===== config.mk =====
export PLATFORM = sky130hd
export DESIGN_NAME = ctt_fifo
export DESIGN_NICKNAME = d
export VERILOG_FILES = /design/src/hdl/ctt_fifo.sv
export SDC_FILE = /design/constraint.sdc
export NUM_CORES = 1
export LEC_CHECK = 0
export BUFFER_PORTS_ARGS = -buffer_cell sky130_fd_sc_hd__buf_2
export CAP_MARGIN = 10
export CORE_AREA = 3 3 82 84
export DETAILED_ROUTE_END_ITERATION = 12
export DIE_AREA = 0 0 85 87
export GPL_ROUTABILITY_DRIVEN = 1
export PLACE_DENSITY = 0.68
export SLEW_MARGIN = 20
export SYNTH_ARGS = -nofsm -noshare
export SYNTH_HDL_FRONTEND = slang
export SYNTH_SLANG_ARGS = --single-unit

===== constraint.sdc =====
create_clock -name clk -period 2.95 [get_ports clk]
set_input_delay 0.4425 -clock clk [delete_from_list [all_inputs] [get_ports clk]]
set_output_delay 0.4425 -clock clk [all_outputs]
set_load 0.005 [all_outputs]

===== src/hdl/ctt_fifo.sv =====
// Two-entry command queue between the front end and the back end.
`timescale 1ns / 1ps

module ctt_fifo #(
    parameter int WIDTH = 32
) (
    input  logic             clk,
    input  logic             rst_n,
    input  logic             push,
    input  logic [WIDTH-1:0] din,
    output logic             full,
    input  logic             pop,
    output logic             not_empty,
    output logic [WIDTH-1:0] dout
);

    logic [WIDTH-1:0] entry_reg [2];
    logic             wr_ptr_reg;
    logic             wr_ptr_next;
    logic             rd_ptr_reg;
    logic             rd_ptr_next;
    logic [1:0]       count_reg;
    logic [1:0]       count_next;

    assign full      = (count_reg == 2'd2);
    assign not_empty = (count_reg != 2'd0);
    assign dout      = entry_reg[rd_ptr_reg];

    // Pointer and fill count update
    always_comb
    begin
        wr_ptr_next = wr_ptr_reg ^ push;
        rd_ptr_next = rd_ptr_reg ^ pop;
        count_next  = count_reg + {1'b0, push} - {1'b0, pop};
    end

    always_ff @(posedge clk or negedge rst_n)
    begin
        if (!rst_n)
        begin
            wr_ptr_reg <= 1'b0;
            rd_ptr_reg <= 1'b0;
            count_reg  <= 2'd0;
        end
        else
        begin
            wr_ptr_reg <= wr_ptr_next;
            rd_ptr_reg <= rd_ptr_next;
            count_reg  <= count_next;
        end
    end

    // Entry storage
    always_ff @(posedge clk)
    begin
        if (push)
        begin
            entry_reg[wr_ptr_reg] <= din;
        end
    end

endmodule


Word level (Yosys, flattened, before mapping)
Memory sizes are Yosys's and may differ from the RTL's.
Cells that the tools add are included.
Widths: inputs -> output; s select.
{"block": "classes", "mux": 2, "n_eq_ne": 1, "reduce_logical": 1, "n_bitwise": 2, "addsub": 2}
{"cell": "$add 2x1->2", "count": 1}
{"cell": "$eq 2x2->1 const B", "count": 1}
{"cell": "$mux 1", "count": 2}
{"cell": "$reduce_bool 2->1", "count": 1}
{"cell": "$sub 2x1->2", "count": 1}
{"cell": "$xor 1x1->1", "count": 2}
{"block": "totals", "wordCells": 12, "ramBits": 64, "register_bits": 4, "in_bits": 36, "output_inout_bits": 34, "mem_count": 1}
{"name": "entry_reg", "words": 2, "width": 32, "rd": 1, "rd_ports_with_merged_regs": 0, "wr": 1, "line_no": "17", "text": "logic [WIDTH-1:0] entry_reg [2];"}

Logic depth before layout (Yosys ltp)
{"block": "logic_depth", "word_depth": 2, "depth_mapped": 5}

Worst setup path before layout
No wires, ideal clock.
{"block": "synth_path", "path_type": "input to register", "start": "input push", "end": "memory entry_reg[0][0] (enable)", "slack_ps": 1286, "required_time_ps": 2558, "setup_time_ps": 392, "arrival_time_ps": 1272, "path_stages": 1, "path_cell_list": "ha_1"}
{"block": "synth_via", "elab_chain_cells": 2}
{"element": "start, declared", "line_no": "9", "text": "input logic push,"}
{"element": "$mux 1", "line_no": "56", "text": "if (push)"}
{"element": "$mux 1 (implied by the code)", "line_no": "58", "text": "entry_reg[wr_ptr_reg] <= din;"}
{"element": "end, declared", "line_no": "17"}
No other way between the ends.

Final worst setup path
{"block": "layout_path", "start": "register rd_ptr_reg", "end": "output dout[0]"}
{"block": "layout_via", "elab_chain_cells": 1}
{"element": "start, declared", "line_no": "20", "text": "logic rd_ptr_reg;"}
{"element": "start signal, assigned", "line_no": "48", "text": "rd_ptr_reg <= rd_ptr_next;"}
{"element": "$mem_v2 2x32"}
{"element": "end, declared", "line_no": "14", "text": "output logic [WIDTH-1:0] dout"}
No other way between the ends.

==> results.toml <==
[die]
num_rows = 28
design.die.area_um2 = 7400
initial_core_util = 0.446
fp.dieH_um = 87
design.portCount = 70
core_um2 = 5990
fp.dieW_um = 85

[global_routing]
antenna_violations_before_repair = 0
grtUsageTotal = 0.124
first_global_vias = 1374
first_pass_grt_wire_length_um = 6670
largest_net_degree_at_the_start_of_global_routing = 24
grt_overflow_total = 0

[logic_synthesis]
synthMuxAreaShare = 0.176
synth_adder_area_share = 0.0187
mappedNetlistArea_um2 = 2670
synth.yosys.warnings = 0
yosysTopAreaCellShare = 0.719
synth_cell_types = 12
postSynthRegisterBits = 68
netlist_instances = 116
synth_xor_area_frac = 0.0122
synth_top_family_by_area = "multiplexers"
yosys-top-cells-area = "sky130_fd_sc_hd__edfxtp_1 (72%), sky130_fd_sc_hd__mux2_4 (16%), sky130_fd_sc_hd__dfrtp_1 (3.7%)"
synth_simple_gate_area_share = 0.00468
synth_largest_area_cell = "sky130_fd_sc_hd__edfxtp_1"
synth-compound-area-share = 0
average_cell_area_after_synthesis_um2 = 23.0
synth_fp_nets = 156
synth_sequential_area_ratio = 0.757

[detailed_routing]
antenna_violating_nets_post_route = 0
via_count = 1256
drc = 0
detailedRoute.firstPassIterationCount = 4
drt_first_iter_violations = 52
drt-wirelength-per-cell_um = 15.5
routed_via_density = 4.55
route.final.wire_length_um = 4290

[timing]
setup_viol = 0
layout_min_cycle_time_ns = 2.16
finalClockSkew_ns = 0.00499
hold-worst-slack_ns = 0.299
actual_transition_at_the_worst_max_transition_pin_ns = 0.605
final-max-slew-violation-count = 0
maxClockFrequency_mhz = 463
setup-tns-final_ns = 0
finalHoldViolations = 0
final.period_utilization = 0.731
setup_repair_after_global_routing_missed_its_margin = "false"
relSlewSlack = 0.597

[hold_path]
hp-class = "in -> reg"
worst_hold_path.endpoint = "entry_reg[1][10]$_DFFE_PP_"
whs_path_depth = 1
worstHoldStart = "din[10]"

[layout]
mostFrequentLayoutCell = "sky130_fd_sc_hd__buf_2"
area_added_between_synthesis_and_finish_pct = 24.0
drive_gt1_frac = 0.602
final_util = 0.553
instances_no_fill = 276
mostFrequentLayoutCells = "sky130_fd_sc_hd__buf_2 (69), sky130_fd_sc_hd__edfxtp_1 (64), sky130_fd_sc_hd__mux2_4 (29)"
antennaDiodeCount = 0
largest_reg_flops = 64
finish.net_count = 236

[pwr]
total_switching_power_mw = 0.779
power_switching_share = 0.255
clock_power_share = 0.247
cellLeakagePower_nw = 1.38
max-vdd-ir-drop_mv = 0.583
power_mw = 3.05
p_int_mw = 2.27
power_density_nw_per_um2 = 920
share_seq_of_total_power = 0.456
share_comb_of_total_power = 0.297

[critical_path]
r2r_start = "wr_ptr_reg$_DFF_PN0_"
reg2reg_to = "entry_reg[0][0]$_DFFE_PP_"
worst-setup-path-type = "reg -> out"
r2r_slack_ns = 1.48
ff2ff_path_depth = 3
crit_required_ns = 2.51
worstSetupStartpointType = "flip-flop"
element_type_at_the_critical_path_end = "output port"
cp.arrival_ns = 1.72
crit_path_max_fanout = 21

[cts]
post_cts_buffers = 0
numCtsBuffers = 9
cts_htree_levels = 3
cts_root_buf = "sky130_fd_sc_hd__clkbuf_8"
clock_tree_from_tritoncts = "built"
clk_latency_ns = 0.32
clk_pin_slew_ns = 0.07
maximum_count_of_clock_buffers_along_a_single_path = 2
clock_sink_count = 68

[flow_run]
max-cap-violations = 0

[placed_design]
gp_congestion = 0.722
io_buffers = 69
placedCellCount = 259

[status]
outcome = "completed"
==> layer usage <==
metal / global-route usage / routed length [um]
met1: 0.137 / 1750
met4: 0.0604 / 35
met2: 0.203 / 2160
met3: 0.0568 / 337
met5: 0 / 0
==> metrics by stage <==
| step | setup slack [ns] | cell area [um^2] |
|---|---|---|
| floorplan | 1.29 | 2670 |
| global placement | 1.18 | 3100 |
| detailed placement | 1.13 | 3100 |
| CTS | 0.750 | 3310 |
| global route | 0.725 | 3310 |
| finish | 0.792 | 3310 |
==> synthesized netlist by cell type <==
library cell / number
sky130_fd_sc_hd__or2_2: 1
sky130_fd_sc_hd__dfrtp_1: 4
sky130_fd_sc_hd__ha_1: 4
sky130_fd_sc_hd__inv_1: 4
sky130_fd_sc_hd__buf_12: 3
sky130_fd_sc_hd__edfxtp_1: 64
sky130_fd_sc_hd__buf_6: 1
sky130_fd_sc_hd__nor2b_1: 1
sky130_fd_sc_hd__mux2_4: 29
sky130_fd_sc_hd__xor2_1: 1
sky130_fd_sc_hd__xor3_1: 1
sky130_fd_sc_hd__mux2_2: 3
==> what timing repair did <==
action	4_1_cts	5_1_grt
hold buffers	1	0
endpoints found under the hold margin	4	0
gates resized for setup	0	0
==> power by group through the flow <==
stage	sequential [mW]	combinational (mW)	clock [mW]
2_1_floorplan	1.35	0.710	0
3_3_place_gp	1.40	0.906	0
3_5_place_dp	1.42	0.928	0
4_1_cts	1.40	0.931	0.780
5_1_grt	1.41	0.983	0.832
6_report	1.39	0.905	0.753
==> critical path, cell delays in order, from the launching register on <==
cell,delay [ns]
sky130_fd_sc_hd__dfrtp_2,0.64
sky130_fd_sc_hd__buf_12,0.25
sky130_fd_sc_hd__mux2_2,0.35
sky130_fd_sc_hd__buf_2,0.13
==> logic make-up (layout without fill, tap and decap cells) <==
family / Yosys count / count (layout)
fa+ha+maj: 4 / 4
simple gates: 2 / 2
flops: 68 / 68
mux: 32 / 32
buf+inv: 8 / 93
xor+xnor: 2 / 2
==> worst max path at each step <==
stage / start / to / slack (ns) / cells after the start
after floorplan: push / entry_reg[0][0]$_DFFE_PP_ / 1.29 / 1
after global placement: rd_ptr_reg$_DFF_PN0_ / dout[31] / 1.18 / 3
after detailed placement: rd_ptr_reg$_DFF_PN0_ / dout[0] / 1.13 / 3
after CTS: rd_ptr_reg$_DFF_PN0_ / dout[0] / 0.75 / 3
after global routing: rd_ptr_reg$_DFF_PN0_ / dout[0] / 0.73 / 3
final: rd_ptr_reg$_DFF_PN0_ / dout[0] / 0.79 / 3
==> cell type report <==
class | count | area, um^2
sequential | 68 | 2020
multi-input combinational | 40 | 564
fill | 470 | 2680
inverter | 4 | 15.0
clock buffer | 12 | 155
timing repair buffer | 73 | 415
tap | 75 | 93.8
clock inverter | 4 | 47.5
(Power assumes the default switching activity.)
