## src/hdl/ctt_pkg.sv

```systemverilog
// Shared types and constants for the truth-table fill block.
`timescale 1ns / 1ps

package ctt_pkg;

    // Table word geometry
    localparam int WORD_LOG  = 6;
    localparam int WORD_BITS = 64;
    localparam logic [WORD_LOG-1:0] LOW_FIELD = 6'h3F;

    // Input field widths
    localparam int NV_W    = 5;
    localparam int CUBE_W  = 16;
    localparam int WIDX_W  = 10;

    // Item operation codes
    typedef enum logic [1:0] {
        OP_CLEAR = 2'd0,
        OP_ADD   = 2'd1,
        OP_READ  = 2'd2,
        OP_NOP   = 2'd3
    } op_t;

    // Back-end sequencer states
    typedef enum logic [2:0] {
        B_INIT,
        B_IDLE,
        B_CLEAR,
        B_ADD,
        B_READ,
        B_DONE
    } back_state_t;

endpackage

```

## src/hdl/ctt_front.sv

```systemverilog
// Front end: config register, item accept and cube decode into a command.
`timescale 1ns / 1ps

module ctt_front import ctt_pkg::*; #(
    parameter int MAX_VARS    = 16,
    parameter int AW          = 10,
    parameter int TABLE_WORDS = 1024
) (
    input  logic                 clk,
    input  logic                 rst_n,
    input  logic                 cfg_wr_en,
    input  logic [NV_W-1:0]      cfg_wr_data,
    input  logic                 in_valid,
    output logic                 in_ready,
    input  logic [1:0]           op,
    input  logic [CUBE_W-1:0]    cube_mask,
    input  logic [CUBE_W-1:0]    cube_values,
    input  logic [WIDX_W-1:0]    word_index,
    input  logic                 q_full,
    input  logic                 clearing,
    output logic                 q_push,
    output op_t                  c_op,
    output logic [WORD_BITS-1:0] c_pattern,
    output logic [AW-1:0]        c_last,
    output logic [AW-1:0]        c_hmask,
    output logic [AW-1:0]        c_hvals,
    output logic [AW-1:0]        c_raddr,
    output logic                 c_oob
);

    logic [NV_W-1:0]   num_vars_reg;
    logic [NV_W-1:0]   n_eff;
    logic [CUBE_W-1:0] varmask;
    logic [CUBE_W-1:0] mask16;
    logic [CUBE_W-1:0] vals16;

    // Variable count register
    always_ff @(posedge clk or negedge rst_n)
    begin
        if (!rst_n)
        begin
            num_vars_reg <= '0;
        end
        else if (cfg_wr_en)
        begin
            num_vars_reg <= cfg_wr_data;
        end
    end

    // Accept when the queue has room and the reset sweep is over
    assign in_ready = !q_full && !clearing;
    assign q_push   = in_valid && in_ready;

    // Cube decode: low six variables give the in-word pattern, the rest pick words
    always_comb
    begin
        n_eff   = (num_vars_reg > NV_W'(MAX_VARS)) ? NV_W'(MAX_VARS) : num_vars_reg;
        varmask = (n_eff >= NV_W'(CUBE_W)) ? {CUBE_W{1'b1}}
                                           : CUBE_W'((32'd1 << n_eff) - 32'd1);
        mask16  = cube_mask & varmask;
        vals16  = cube_values & mask16;

        c_op = op_t'(op);

        for (int b = 0; b < WORD_BITS; b++)
        begin
            c_pattern[b] = ((n_eff >= NV_W'(WORD_LOG)) || (b < (32'd1 << n_eff)))
                && (((WORD_LOG'(b) ^ vals16[WORD_LOG-1:0]) & mask16[WORD_LOG-1:0]
                     & LOW_FIELD) == '0);
        end

        c_last  = (n_eff < NV_W'(WORD_LOG)) ? '0
                : AW'((32'd1 << (n_eff - NV_W'(WORD_LOG))) - 32'd1);
        c_hmask = AW'(32'(mask16) >> WORD_LOG);
        c_hvals = AW'(32'(vals16) >> WORD_LOG);
        c_raddr = AW'(32'(word_index));
        c_oob   = (32'(word_index) >= 32'(TABLE_WORDS));
    end

endmodule

```

## config.mk

```make
export PLATFORM = sky130hd
export DESIGN_NAME = ctt_front
export DESIGN_NICKNAME = d
export VERILOG_FILES = /design/src/hdl/ctt_pkg.sv /design/src/hdl/ctt_front.sv
export SDC_FILE = /design/constraint.sdc
export NUM_CORES = 1
export LEC_CHECK = 0
export BUFFER_PORTS_ARGS = -buffer_cell sky130_fd_sc_hd__buf_2
export CORE_MARGIN = 2
export CORE_UTILIZATION = 37
export DETAILED_ROUTE_END_ITERATION = 16
export PLACE_DENSITY = 0.83
export SYNTH_ARGS = -nofsm -noshare
export SYNTH_HDL_FRONTEND = slang
export SYNTH_SLANG_ARGS = --single-unit
```

## constraint.sdc

```tcl
create_clock -name clk -period 4 [get_ports clk]
set_input_delay 0.8 -clock clk [delete_from_list [all_inputs] [get_ports clk]]
set_output_delay 0.8 -clock clk [all_outputs]
set_load 0.02 [all_outputs]
```

Word-level counts from Yosys, hierarchy flattened --
Index checks and enable logic that the tools add are counted.
Cells by class: $add $sub $neg 3, $lt $le $gt $ge 68, shift operators 2, multiplexer cells 3, bitwise logic cells 129, reductions and logical operators 196
Operators with widths (count):
- less-than comparator 6 x 32 -> 1 bit (first input constant) | 32
- less-than comparator 5 x 32 -> 1 bit (first input constant) | 16
- AND 6 bit | 64
- zero test 6 bit | 64
- less-than comparator 4 x 32 -> 1 bit (first input constant) | 8
- less-than comparator 3 x 32 -> 1 bit (first input constant) | 4
- logical AND 1 bit | 66
- logical OR 1 bit | 64
- less-than comparator 1 x 32 -> 1 bit (first input constant) | 2
- less-than comparator 2 x 32 -> 1 bit (first input constant) | 2
- NOT 3 bit | 20
- NOT 4 bit | 15
- AND 16 bit | 2
- left shift 1 x 5 -> 32 bit (first input constant) | 1
- NOT 2 bit | 15
- NOT 5 bit | 6
- 2-to-1 mux 16 bit | 1
- subtractor 16 x 1 -> 16 bit (second input constant) | 1
- 2-to-1 mux 10 bit | 1
- left shift 1 x 5 -> 10 bit (first input constant) | 1
- subtractor 10 x 1 -> 10 bit (second input constant) | 1
- NOT 1 bit | 6
- NOT 6 bit | 1
- >= comparator 5 x 3 -> 1 bit (second input constant) | 1
- other kinds (6) | 7
Word-level totals: bits in registers 5, input bits 55, word-level logic and storage cells 402

Logic depth before layout (Yosys ltp) --
Gate-level depths: netlist of run 1.
word-level depth 11, depth in mapped cells 14, depth with buffers taken out 10

Worst setup path after synthesis of run 1 --
No wires, ideal clock.
kind flip-flop to output port, from reg num_vars_reg[4], to out c_last[8], stages on the path, launching flop included 14, required time 3200 ps, slack -307 ps, arrival time 3507 ps, cells stage by stage dfrtp_1 > buf_6 > clkbuf_1 > clkbuf_1 > nor2b_1 > ha_1 > clkbuf_1 > or3b_2 > a31oi_1 > nand3_1 > ha_1 > inv_1 > o31ai_1 > a222oi_1
Between the ends: word-level cells in the longest chain between the ends 6
RTL lines:
- from (decl) | line ctt_front.sv:31 | logic [NV_W-1:0] num_vars_reg;
- from (signal assigned) | line ctt_front.sv:46 | num_vars_reg <= cfg_wr_data;
- > comparator 5 bit | line ctt_front.sv:57 | n_eff = (num_vars_reg > NV_W'(MAX_VARS)) ? NV_W'(MAX_VARS) : num_vars_reg;
- 2-to-1 mux 5 bit (*) | line ctt_front.sv:57
- subtractor 5 x 3 -> 5 bit | line ctt_front.sv:73 | : AW'((32'd1 << (n_eff - NV_W'(WORD_LOG))) - 32'd1);
- left shift 1 x 5 -> 10 bit | line ctt_front.sv:73
- subtractor 10 x 1 -> 10 bit | line ctt_front.sv:73
- 2-to-1 mux 10 bit (*) | line ctt_front.sv:72 | c_last = (n_eff < NV_W'(WORD_LOG)) ? '0
- to (decl) | line ctt_front.sv:24 | output logic [AW-1:0] c_last,
Mark *: on every way between the ends. The rest lies on a longest branch, timed or not.

Worst setup path after layout of run 1 --
from reg num_vars_reg[4], to out c_pattern[9]
Between the ends: word-level cells in the longest chain between the ends 11
RTL lines:
- > comparator 5 bit | line ctt_front.sv:57
- 2-to-1 mux 5 bit (*) | line ctt_front.sv:57
- left shift 1 x 5 -> 32 bit | line ctt_front.sv:67 | c_pattern[b] = ((n_eff >= NV_W'(WORD_LOG)) || (b < (32'd1 << n_eff)))
- subtractor 16 x 1 -> 16 bit | line ctt_front.sv:59 | : CUBE_W'((32'd1 << n_eff) - 32'd1);
- 2-to-1 mux 16 bit | line ctt_front.sv:58 | varmask = (n_eff >= NV_W'(CUBE_W)) ? {CUBE_W{1'b1}}
- AND 16 bit | line ctt_front.sv:60 | mask16 = cube_mask & varmask;
- AND 16 bit | line ctt_front.sv:61 | vals16 = cube_values & mask16;
- NOT 2 bit (no source line)
- AND 6 bit | line ctt_front.sv:68 | && (((WORD_LOG'(b) ^ vals16[WORD_LOG-1:0]) & mask16[WORD_LOG-1:0]
- zero test 6 bit | line ctt_front.sv:68
- logical AND 1 bit (*) | line ctt_front.sv:68
- to (decl) | line ctt_front.sv:23 | output logic [WORD_BITS-1:0] c_pattern,
Marked as above.

==> impl_results.md, run 1 <==
* First-pass GRT wire length at 11700 um
* Routability cong. at around 0.9
* Grt ovf at 0
* Mapped Nets at 386
* Sw Pwr at 471 uW
* Post-synth EDFFs at 0
* Cell accounting for the most synthesized area: nor2_1
* CORE AREA at 5510 um^2
* Main area contributors after synthesis: nor2_1 (11%), dfrtp_1 (5.9%), nand3_1 (5.2%)
* Yosys top cell area share at 0.107
* DRT antenna net count at 0
* Number of buffers added on ports at around 140
* Worst path required time at 3200 ps
* Seq/Total Area, Yosys at 0.0593
* Internal power at 355 uW
* Power Total at 826 uW
* DP HPWL at 5730 um
* DRC Markers at 0
* Proportion of layout cells with a drive suffix above 1 at 0.447
* Run status: finished, final reports clean
* Period utilisation layout at 0.972
* Root buf cell: clkbuf_8
* Clock network fraction of total power at 0.111
* Final wirelength at approximately 7400 um
* Crit path max fanout at 5
* Max-cap violations at 0
* Most common cell in the synthesized netlist: nor2_1
* Placed insts at 506
* PD cells at 283 nW/um^2
* Drt first pass iters at 5
* Flip-flop count of the largest register after layout at 5
* List of most frequent post-synthesis cells: nor2_1 (60), nand3_1 (22), nand2_1 (18)
* Vias in the first global route at 2533
* CP Class: reg -> out
* Final net count at 506
* Fmax at about 260 MHz
* Num CTS Buffers at 3
* Post-synthesis instance total at around 330
* Data arrival time of the worst path at ~3000 ps
* Switching share of power at 0.570
* Clock slew seen by the registers of the worst setup and hold paths at 40 ps
* Cell Rows at 27
* Setup WS post-layout at 114 ps
* Worst-Skew Late Latency at 220 ps
* Initial cell density of the core at 0.383
* Total global routing track utilization at 0.219
* Hold crit path type: in -> async
* Clock buffer depth at 2
* LEAKAGE at 0.00152 uW
* Final setup fails at 0
* Reg-to-reg slack, setup at 2860 ps
* Vias at 2917
* TNS Setup at 0 ps
* Final Non-Filler Cells at approximately 520
* Largest net degree at the start of global routing at 31
* Register share of total power at 0.074
* Max H-tree Level at 1
* Layout area overhead at 38.4%
* Die height at approximately 80 um
* Rel. slew slack at 0.232
* IR Drop Worst-Case VDD at 0.148 mV
* Inserted Diodes at 0
* CP Launch Type: register
* Cell Area, Synth at approximately 2100 um^2
* Async SR Flop Fraction at 1.00
* Crit path capture type: output pin
* Final max-slew violation count at 0
* Via/cell ratio at 5.64
* Ys Warns at 0
* Clock Sinks at 5
* Most common flop cell mapped by yosys: dfrtp_1
* Die W at 79.5 um
* Least-Margin Pin Slew at 1140 ps
* Dpl ws at 190 ps
* Post-synthesis cell type count at 64
* WHS at 391 ps
* Combinational power share at 0.814
* Initial antenna violation count at 0
* DR WL/cell at 14.4 um
* Final Critical Period at ~3900 ps
* Die area at 6320 um^2
* Mean Syn Cell Area at 6.47 um^2
* CTS tree: done
* Ports at roughly 160
* Synth Register Bits at 5
* Final hold vios at 0
* Clock Skew at 0 ps
* DRT iter0 DRCs at 280
[routing by layer]
metal,vias up,GRT usage,part of all wire
met5,-,0,0
met4,0,0.0500,0.015
li1,1396,-,-
met2,146,0.381,0.50
met3,14,0.0271,0.072
met1,1361,0.288,0.41
[stage by stage]
step	cell area, um^2	util
3_3_place_gp	2750	0.499
4_1_cts	2800	0.509
5_1_grt	2920	0.530
2_1_floorplan	2130	-
3_5_place_dp	2750	0.499
6_report	2920	0.530
[layout by cell type, fill, tap and decap left out, types with 5 or more instances in the layout]
| master | instances |
|---|---|
| buf_4 | 15 |
| nand3_1 | 22 |
| nor2b_1 | 7 |
| o21ai_0 | 17 |
| buf_2 | 138 |
| nand2_1 | 18 |
| nor2_1 | 60 |
| nor3_1 | 16 |
| or2_2 | 5 |
| inv_1 | 11 |
| a21oi_1 | 6 |
| nor4_1 | 7 |
| and2_1 | 13 |
| nand2b_1 | 5 |
| a31oi_1 | 10 |
| dfrtp_1 | 5 |
[path summary, 6_finish.rpt]
| check | depth (start not counted) | end | startpoint |
|---|---|---|---|
| setup / recovery | 8 | c_pattern[9] | num_vars_reg[4] |
| hold / removal | 1 | num_vars_reg[1] | rst_n |
| setup reg to reg | 2 | num_vars_reg[2] | num_vars_reg[2] |
| hold reg to reg | 2 | num_vars_reg[0] | num_vars_reg[0] |
| max in group asynchronous | 1 | num_vars_reg[2] | rst_n |
| min in group clk | 2 | num_vars_reg[0] | num_vars_reg[0] |
[power groups by stage]
stage          combinational (uW)  clock [uW]  sequential (uW)
6_report                      673        92.0             61.3
5_1_grt                       728        96.7             61.8
4_1_cts                       646        94.2             60.9
3_5_place_dp                  642           0             61.4
3_3_place_gp                  633           0             60.8
2_1_floorplan                 478           0             59.0
[area by class of cell]
cell class              instances  area, um^2
clock buffers                   4        45.0
fillers                       541        2590
inverters                      12        45.0
multi-input cells             268        1770
flip-flops and latches          5         125
well taps                      72        90.1
repair buffers                156         846
[what timing repair did]
item / 4_1_cts / 5_1_grt
gates resized for setup: 2 / 10
buffers inserted: 0 / 7
hold endpoints to repair: 0 / 0
hold buffers: 0 / 0
setup endpoints to repair: 22 / 62
pin swaps: 2 / 6
[critical path: stages (launching register included)]
cell      delay (ps)
dfrtp_1          380
or4_4            540
or2_2            330
ha_1             310
nand2b_1         140
a32oi_1          490
nand3_1          270
nor3_1           210
buf_2            200
[cells by family after synthesis]
group	share of synthesized area
AOI/OAI and AO/OA	0.289
adders and majority gates	0.0297
buffers and inverters	0.136
DFF	0.0593
muxes	0.0214
other	0.00178
and+or+nand+nor	0.463
Power figures use the tool's default switching activity.
==> inputs of run 2 (changes only) <==
CORE_MARGIN = 10   (was 2)
CORE_UTILIZATION = 35   (was 37)
PLACE_DENSITY = 0.79   (was 0.83)
==> run 2 against run 1 <==
Compared with the run above: clock-buffer cell count is the same; clock skew unchanged; sequential cell count stayed put; design area grew 0.86%; critical path depth up 1; via count down 0.62%; global-route usage shrank 5.4 points; cell count increased by 1.4%; clock power grew 0.9%; maximum frequency decreased by 0.18%; critical endpoint is now c_pattern[10].
==> impl_results.md, run 2 (synthesized netlist as in run 1, its figures left out) <==
* Hold crit path type: in -> async (unchanged)
* Worst-Skew Late Latency at 220 ps (about the same)
* DRT iter0 DRCs at 270 (was 280)
* First-pass GRT wire length at 13700 um (was 11700 um)
* Highest metal used: met4 (unchanged)
* Vias in the first global route at 2674 (was 2533)
* Cts hold-fix bufs at 0 (unchanged)
* Largest delay contributor family on the critical path: simple AND/OR/NAND/NOR gates (unchanged)
* Area taken by multi-input logic gates at 1770 um^2 (about the same)
* WL met2 at 4510 um (was 3710 um)
* Wire length on met3 at 655 um (was 538 um)
* Drt first pass iters at 4 (was 5)
* Max-cap violations at 0 (unchanged)
* Vias at 2899 (was 2917)
* Final net count at 509 (was 506)
* WHS at 383 ps (was 391 ps)
* CP Class: reg -> out (unchanged)
* DR WL/cell at 16.6 um (was 14.4 um)
* Final setup fails at 0 (unchanged)
* Final Non-Filler Cells at 524 (was 517)
* Clock Skew at 0 ps (unchanged)
* PD cells at 284 nW/um^2 (was 283 nW/um^2)
* CP Launch Type: register (unchanged)
* Flip-flop count of the largest register after layout at 5 (unchanged)
* Ports at 164 (unchanged)
* Via/cell ratio at 5.53 (was 5.64)
* Run status: finished, final reports clean (unchanged)
* Number of buffers added on ports at 138 (unchanged)
* DRT antenna net count at 0 (unchanged)
* Routability cong. at 0.917 (was 0.902)
* FF+latch area at 125 um^2 (unchanged)
* Fillcell total at 589 (was 541)
* Final hold vios at 0 (unchanged)
* Least-Margin Pin Slew at 876 ps (was 1140 ps)
* Data arrival time of the worst path at 3090 ps (about the same)
* DP HPWL at 7000 um (was 5730 um)
* Die height at 97.6 um (was 79.5 um)
* Cell Rows at 28 (was 27)
* Largest net degree at the start of global routing at 31 (unchanged)
* Period utilisation layout at 0.973 (was 0.972)
* Die area at 9530 um^2 (was 6320 um^2)
* Fmax at 257 MHz (about the same)
* Num CTS Buffers at 3 (unchanged)
* CP Cell Sequence: or4_4, or2_2, ha_1, nor2b_1, a2111oi_4, buf_4, o21ai_4, nor4b_2, buf_2 (was or4_4, or2_2, ha_1, nand2b_1, a32oi_1, nand3_1, nor3_1, buf_2)
* Final max-slew violation count at 0 (unchanged)
* CTS tree: done (unchanged)
* DRC Markers at 0 (unchanged)
* Clock buffer depth at 2 (unchanged)
* Crit path max fanout at 15 (was 5)
* Placed inst area at 2780 um^2 (was 2750 um^2)
* Worst path required time at 3200 ps (about the same)
* Dpl ws at 177 ps (was 190 ps)
* DRT met1 WL at 3380 um (was 3080 um)
* Fin area at 2940 um^2 (was 2920 um^2)
* Final core utilization at 0.500 (was 0.530)
* Initial cell density of the core at 0.358 (was 0.383)
* Placed insts at 513 (was 506)
* Total global routing track utilization at 0.165 (was 0.219)
* Clock slew seen by the registers of the worst setup and hold paths at 30 ps (was 40 ps)
* Final Critical Period at 3890 ps (about the same)
* Slowest cell on crit path: or4_4 (unchanged)
* Rel. slew slack at 0.408 (was 0.232)
* Grt ovf at 0 (unchanged)
* Most common cell after layout, fill and taps aside: buf_2 (unchanged)
* Most frequent cells in the layout: buf_2 (138), nor2_1 (60), nand3_1 (22), buf_4 (20), nand2_1 (18) (was buf_2 (138), nor2_1 (60), nand3_1 (22), nand2_1 (18), o21ai_0 (17))
* Max H-tree Level at 1 (unchanged)
* CORE AREA at 5890 um^2 (was 5510 um^2)
* Root buf cell: clkbuf_8 (unchanged)
* LEAKAGE at 0.00153 uW (was 0.00152 uW)
* IR Drop Worst-Case VDD at 0.148 mV (about the same)
* Initial antenna violation count at 1 (was 0)
* Crit path capture type: output pin (unchanged)
* Proportion of layout cells with a drive suffix above 1 at 0.453 (was 0.447)
* Setup WS post-layout at 107 ps (was 114 ps)
* Die W at 97.6 um (was 79.5 um)
* Clock Sinks at 5 (unchanged)
* Final wirelength at 8700 um (was 7440 um)
* CP max stage delay at 530 ps (was 540 ps)
* Buf/Inv on CP at 2 (was 1)
* Layout area overhead at 39.6% (was 38.4%)
run 2: cell types whose count changed in the layout (fill, tap and decap cells not counted), sizes merged:
cell   previous run  this run
diode             0         1
buf             156       159
run 2: metal layers:
layer	vias to the layer above	GRT usage
met5	-	0
met4	0	0.0503
met3	19	0.0477
met2	132	0.288
met1	1337	0.189
li1	1411	-
run 2: what timing repair did:
| action | in CTS | in global routing |
|---|---|---|
| setup buffers | 0 | 6 |
| cloned | 0 | 0 |
| pin swaps | 0 | 4 |
| resized for setup | 0 | 10 |
| endpoints found under the setup margin | 23 | 66 |
run 2: through the flow:
stage	setup TNS, ps	total power (uW)
finish	0	837
global route	-40.9	904
CTS	-432	820
detailed placement	0	722
global placement	0	713
floorplan	0	537
run 2: final cells by class:
cell class / instances / share of cell area
Multi-Input combinational cell: 268 / 0.602
Timing Repair Buffer: 159 / 0.292
Sequential cell: 5 / 0.0425
Tap cell: 75 / 0.0319
Clock buffer: 4 / 0.0153
Inverter: 12 / 0.0153
Antenna cell: 1 / 0.000850
run 2: worst paths after layout:
| check | depth (start not counted) | endpoint | slack (ps) | from |
|---|---|---|---|---|
| max | 9 | c_pattern[10] | 110 | num_vars_reg[4] |
| min | 1 | num_vars_reg[0] | 380 | rst_n |
| max reg2reg | 4 | num_vars_reg[4] | 2810 | num_vars_reg[4] |
| min reg2reg | 2 | num_vars_reg[1] | 750 | num_vars_reg[1] |
| max in group asynchronous | 1 | num_vars_reg[4] | 3490 | rst_n |
| min in group clk | 2 | num_vars_reg[1] | 750 | num_vars_reg[1] |
run 2: report_power, final:
group	internal, uW	total [uW]	switching, uW
Clock	68.4	92.8	24.4
Combinational	234	686	452
Sequential	55.8	59.1	3.29
==> inputs of run 3 (changes only) <==
ABC_AREA = 1   (was unset)
PLACE_DENSITY = 0.8   (was 0.79)
==> run 3 against run 2 <==
Compared with the run above: sequential cell count did not move; design area fell by 6.2%; combinational power increased by 2%; clock skew did not move; first-iteration DRC count decreased by 36%; worst hold slack lost 0.66 ps; total power rose by 2.6%; critical path type unchanged; worst setup slack improved by 210 ps; maximum frequency grew 5.8%.
==> impl_results.md, run 3 <==
* Yosys top cell area share at 0.218 (was 0.107)
* Crit path max fanout at 12 (was 15)
* Die height at 96.8 um (was 97.6 um)
* Synth Register Bits at 5 (unchanged)
* Vias at 2897 (was 2899)
* Clock Sinks at 5 (unchanged)
* Ys Warns at 0 (unchanged)
* Final wirelength at 8270 um (was 8700 um)
* Clock Skew at 0 ps (unchanged)
* Clock slew seen by the registers of the worst setup and hold paths at 30 ps (about the same)
* Most common cell after layout, fill and taps aside: buf_2 (unchanged)
* Power Total at 859 uW (was 837 uW)
* Layout area overhead at 33.7% (was 39.6%)
* DRT antenna net count at 0 (unchanged)
* Most common flop cell mapped by yosys: dfrtp_1 (unchanged)
* Run status: finished, final reports clean (unchanged)
* Post-synth EDFFs at 0 (unchanged)
* Async SR Flop Fraction at 1.00 (unchanged)
* Mapped Nets at 462 (was 386)
* Post-synthesis instance total at 402 (was 326)
* Final Critical Period at 3680 ps (was 3890 ps)
* CORE AREA at 5610 um^2 (was 5890 um^2)
* Final setup fails at 0 (unchanged)
* Most common cell in the synthesized netlist: nor2_1 (unchanged)
* Grt ovf at 0 (unchanged)
* WHS at 382 ps (was 383 ps)
* Ports at 164 (unchanged)
* DP HPWL at 7230 um (was 7000 um)
* Die area at 9380 um^2 (was 9530 um^2)
* Cts hold-fix bufs at 0 (unchanged)
* Via/cell ratio at 4.85 (was 5.53)
* Routability cong. at 0.949 (was 0.917)
* IR Drop Worst-Case VDD at 0.244 mV (was 0.148 mV)
* Root buf cell: clkbuf_8 (unchanged)
* Proportion of layout cells with a drive suffix above 1 at 0.352 (was 0.453)
* CP Class: reg -> out (unchanged)
* Worst path required time at 3200 ps (about the same)
* Initial cell density of the core at 0.368 (was 0.358)
* Flip-flop count of the largest register after layout at 5 (unchanged)
* Final max-slew violation count at 0 (unchanged)
* Final net count at 586 (was 509)
* DR WL/cell at 13.9 um (was 16.6 um)
* Inserted Diodes at 0 (was 1)
* Seq/Total Area, Yosys at 0.0606 (was 0.0593)
* Worst R2R Path Depth at 2 (was 4)
* DRC Markers at 0 (unchanged)
* CP Launch Type: register (unchanged)
* Worst-Skew Late Latency at 220 ps (about the same)
* Final hold vios at 0 (unchanged)
* Main area contributors after synthesis: nor2_1 (22%), nand2_1 (16%), inv_1 (9.3%) (was nor2_1 (11%), dfrtp_1 (5.9%), nand3_1 (5.2%))
* First-pass GRT wire length at 13200 um (was 13700 um)
* Cell Area, Synth at 2070 um^2 (was 2110 um^2)
* Total global routing track utilization at 0.160 (was 0.165)
* Data arrival time of the worst path at 2880 ps (was 3090 ps)
* Crit path capture type: output pin (unchanged)
* LEAKAGE at 0.00180 uW (was 0.00153 uW)
* Max H-tree Level at 1 (unchanged)
* Post-synthesis cell type count at 37 (was 64)
* CTS tree: done (unchanged)
* Fillcell total at 623 (was 589)
* Fmax at 272 MHz (was 257 MHz)
* Hold crit path type: in -> async (unchanged)
* PD cells at 311 nW/um^2 (was 284 nW/um^2)
* Die W at 96.8 um (was 97.6 um)
* Most frequent cells in the layout: buf_2 (138), nor2_1 (115), nand2_1 (85), inv_1 (51), nand3_1 (25) (was buf_2 (138), nor2_1 (60), nand3_1 (22), buf_4 (20), nand2_1 (18))
* DRT iter0 DRCs at 174 (was 270)
* Number of buffers added on ports at 138 (unchanged)
* Vias in the first global route at 2841 (was 2674)
* Num CTS Buffers at 3 (unchanged)
* Period utilisation layout at 0.920 (was 0.973)
* Initial antenna violation count at 0 (was 1)
* Cell Rows at 27 (was 28)
* Drt first pass iters at 5 (was 4)
* Largest net degree at the start of global routing at 17 (was 31)
* List of most frequent post-synthesis cells: nor2_1 (120), nand2_1 (86), inv_1 (51) (was nor2_1 (60), nand3_1 (22), nand2_1 (18))
* Cell accounting for the most synthesized area: nor2_1 (unchanged)
* Clock buffer depth at 2 (unchanged)
* Mean Syn Cell Area at 5.14 um^2 (was 6.47 um^2)
* Max-cap violations at 0 (unchanged)
-- run 3: worst paths after layout --
path                                 start  slack, ps               to
setup / recovery           num_vars_reg[4]        320    c_pattern[56]
hold / removal                       rst_n        380  num_vars_reg[2]
min in group clk           num_vars_reg[0]        650  num_vars_reg[0]
setup reg to reg           num_vars_reg[2]       3030  num_vars_reg[2]
max in group asynchronous            rst_n       3490  num_vars_reg[0]
hold reg to reg            num_vars_reg[0]        650  num_vars_reg[0]
-- run 3: repair_timing --
action	in CTS	in global routing
setup buffers	0	1
resized for setup	0	9
endpoints found under the setup margin	0	35
-- run 3: final cells by class --
class	count	area, um^2	share of cell area
timing repair buffer	141	713	0.258
inverter	59	226	0.0820
clock buffer	4	45.0	0.0163
tap	72	90.1	0.0326
multi-input combinational	316	1560	0.566
sequential	5	125	0.0453
-- run 3: worst max-delay path: stages, from the launching register on --
cell and delay [ps]:
dfrtp_1 390, inv_4 140, nand2_4 70, nor2_1 130, inv_1 80, nor2_1 170
inv_1 60, nor2_1 140, inv_1 80, ha_1 240, nor2_1 110, nand2_1 80
nand4_1 170, nand2_1 130, nor2_1 280, nand2_1 110, nor2_1 100, buf_2 170
-- run 3: per-layer routing --
metal	vias to the layer above	part of all wire	global-route usage
met5	-	0	0
met4	0	0.018	0.0406
met3	14	0.065	0.0348
met2	119	0.51	0.299
met1	1278	0.41	0.177
li1	1486	-	-
-- run 3: cell families after synthesis --
group                      count (synthesis)  share of synthesized area
other                                      1                    0.00182
xor gates and xnor gates                   2                    0.00848
AOI/OAI and AO/OA                         31                     0.0830
buffers and inverters                     81                      0.195
and+or+nand+nor                          277                      0.621
DFF                                        5                     0.0606
adders and majority gates                  5                     0.0303
-- run 3: through the flow --
step	util	worst slack (ps)	instances	area [um^2]	setup TNS [ps]
after global routing	0.493	-10.2	597	2760	-29.3
after floorplan	-	633	402	2070	0
after detailed placement	0.478	477	592	2680	0
final	0.493	320	597	2760	0
after CTS	0.486	230	596	2730	0
after global placement	0.478	520	592	2680	0
-- run 3: where the power goes --
part | internal (uW) | total [uW] | switching [uW]
Clock | 68.3 | 92.6 | 24.3
Combinational | 212 | 702 | 491
Sequential | 55.4 | 63.7 | 8.23
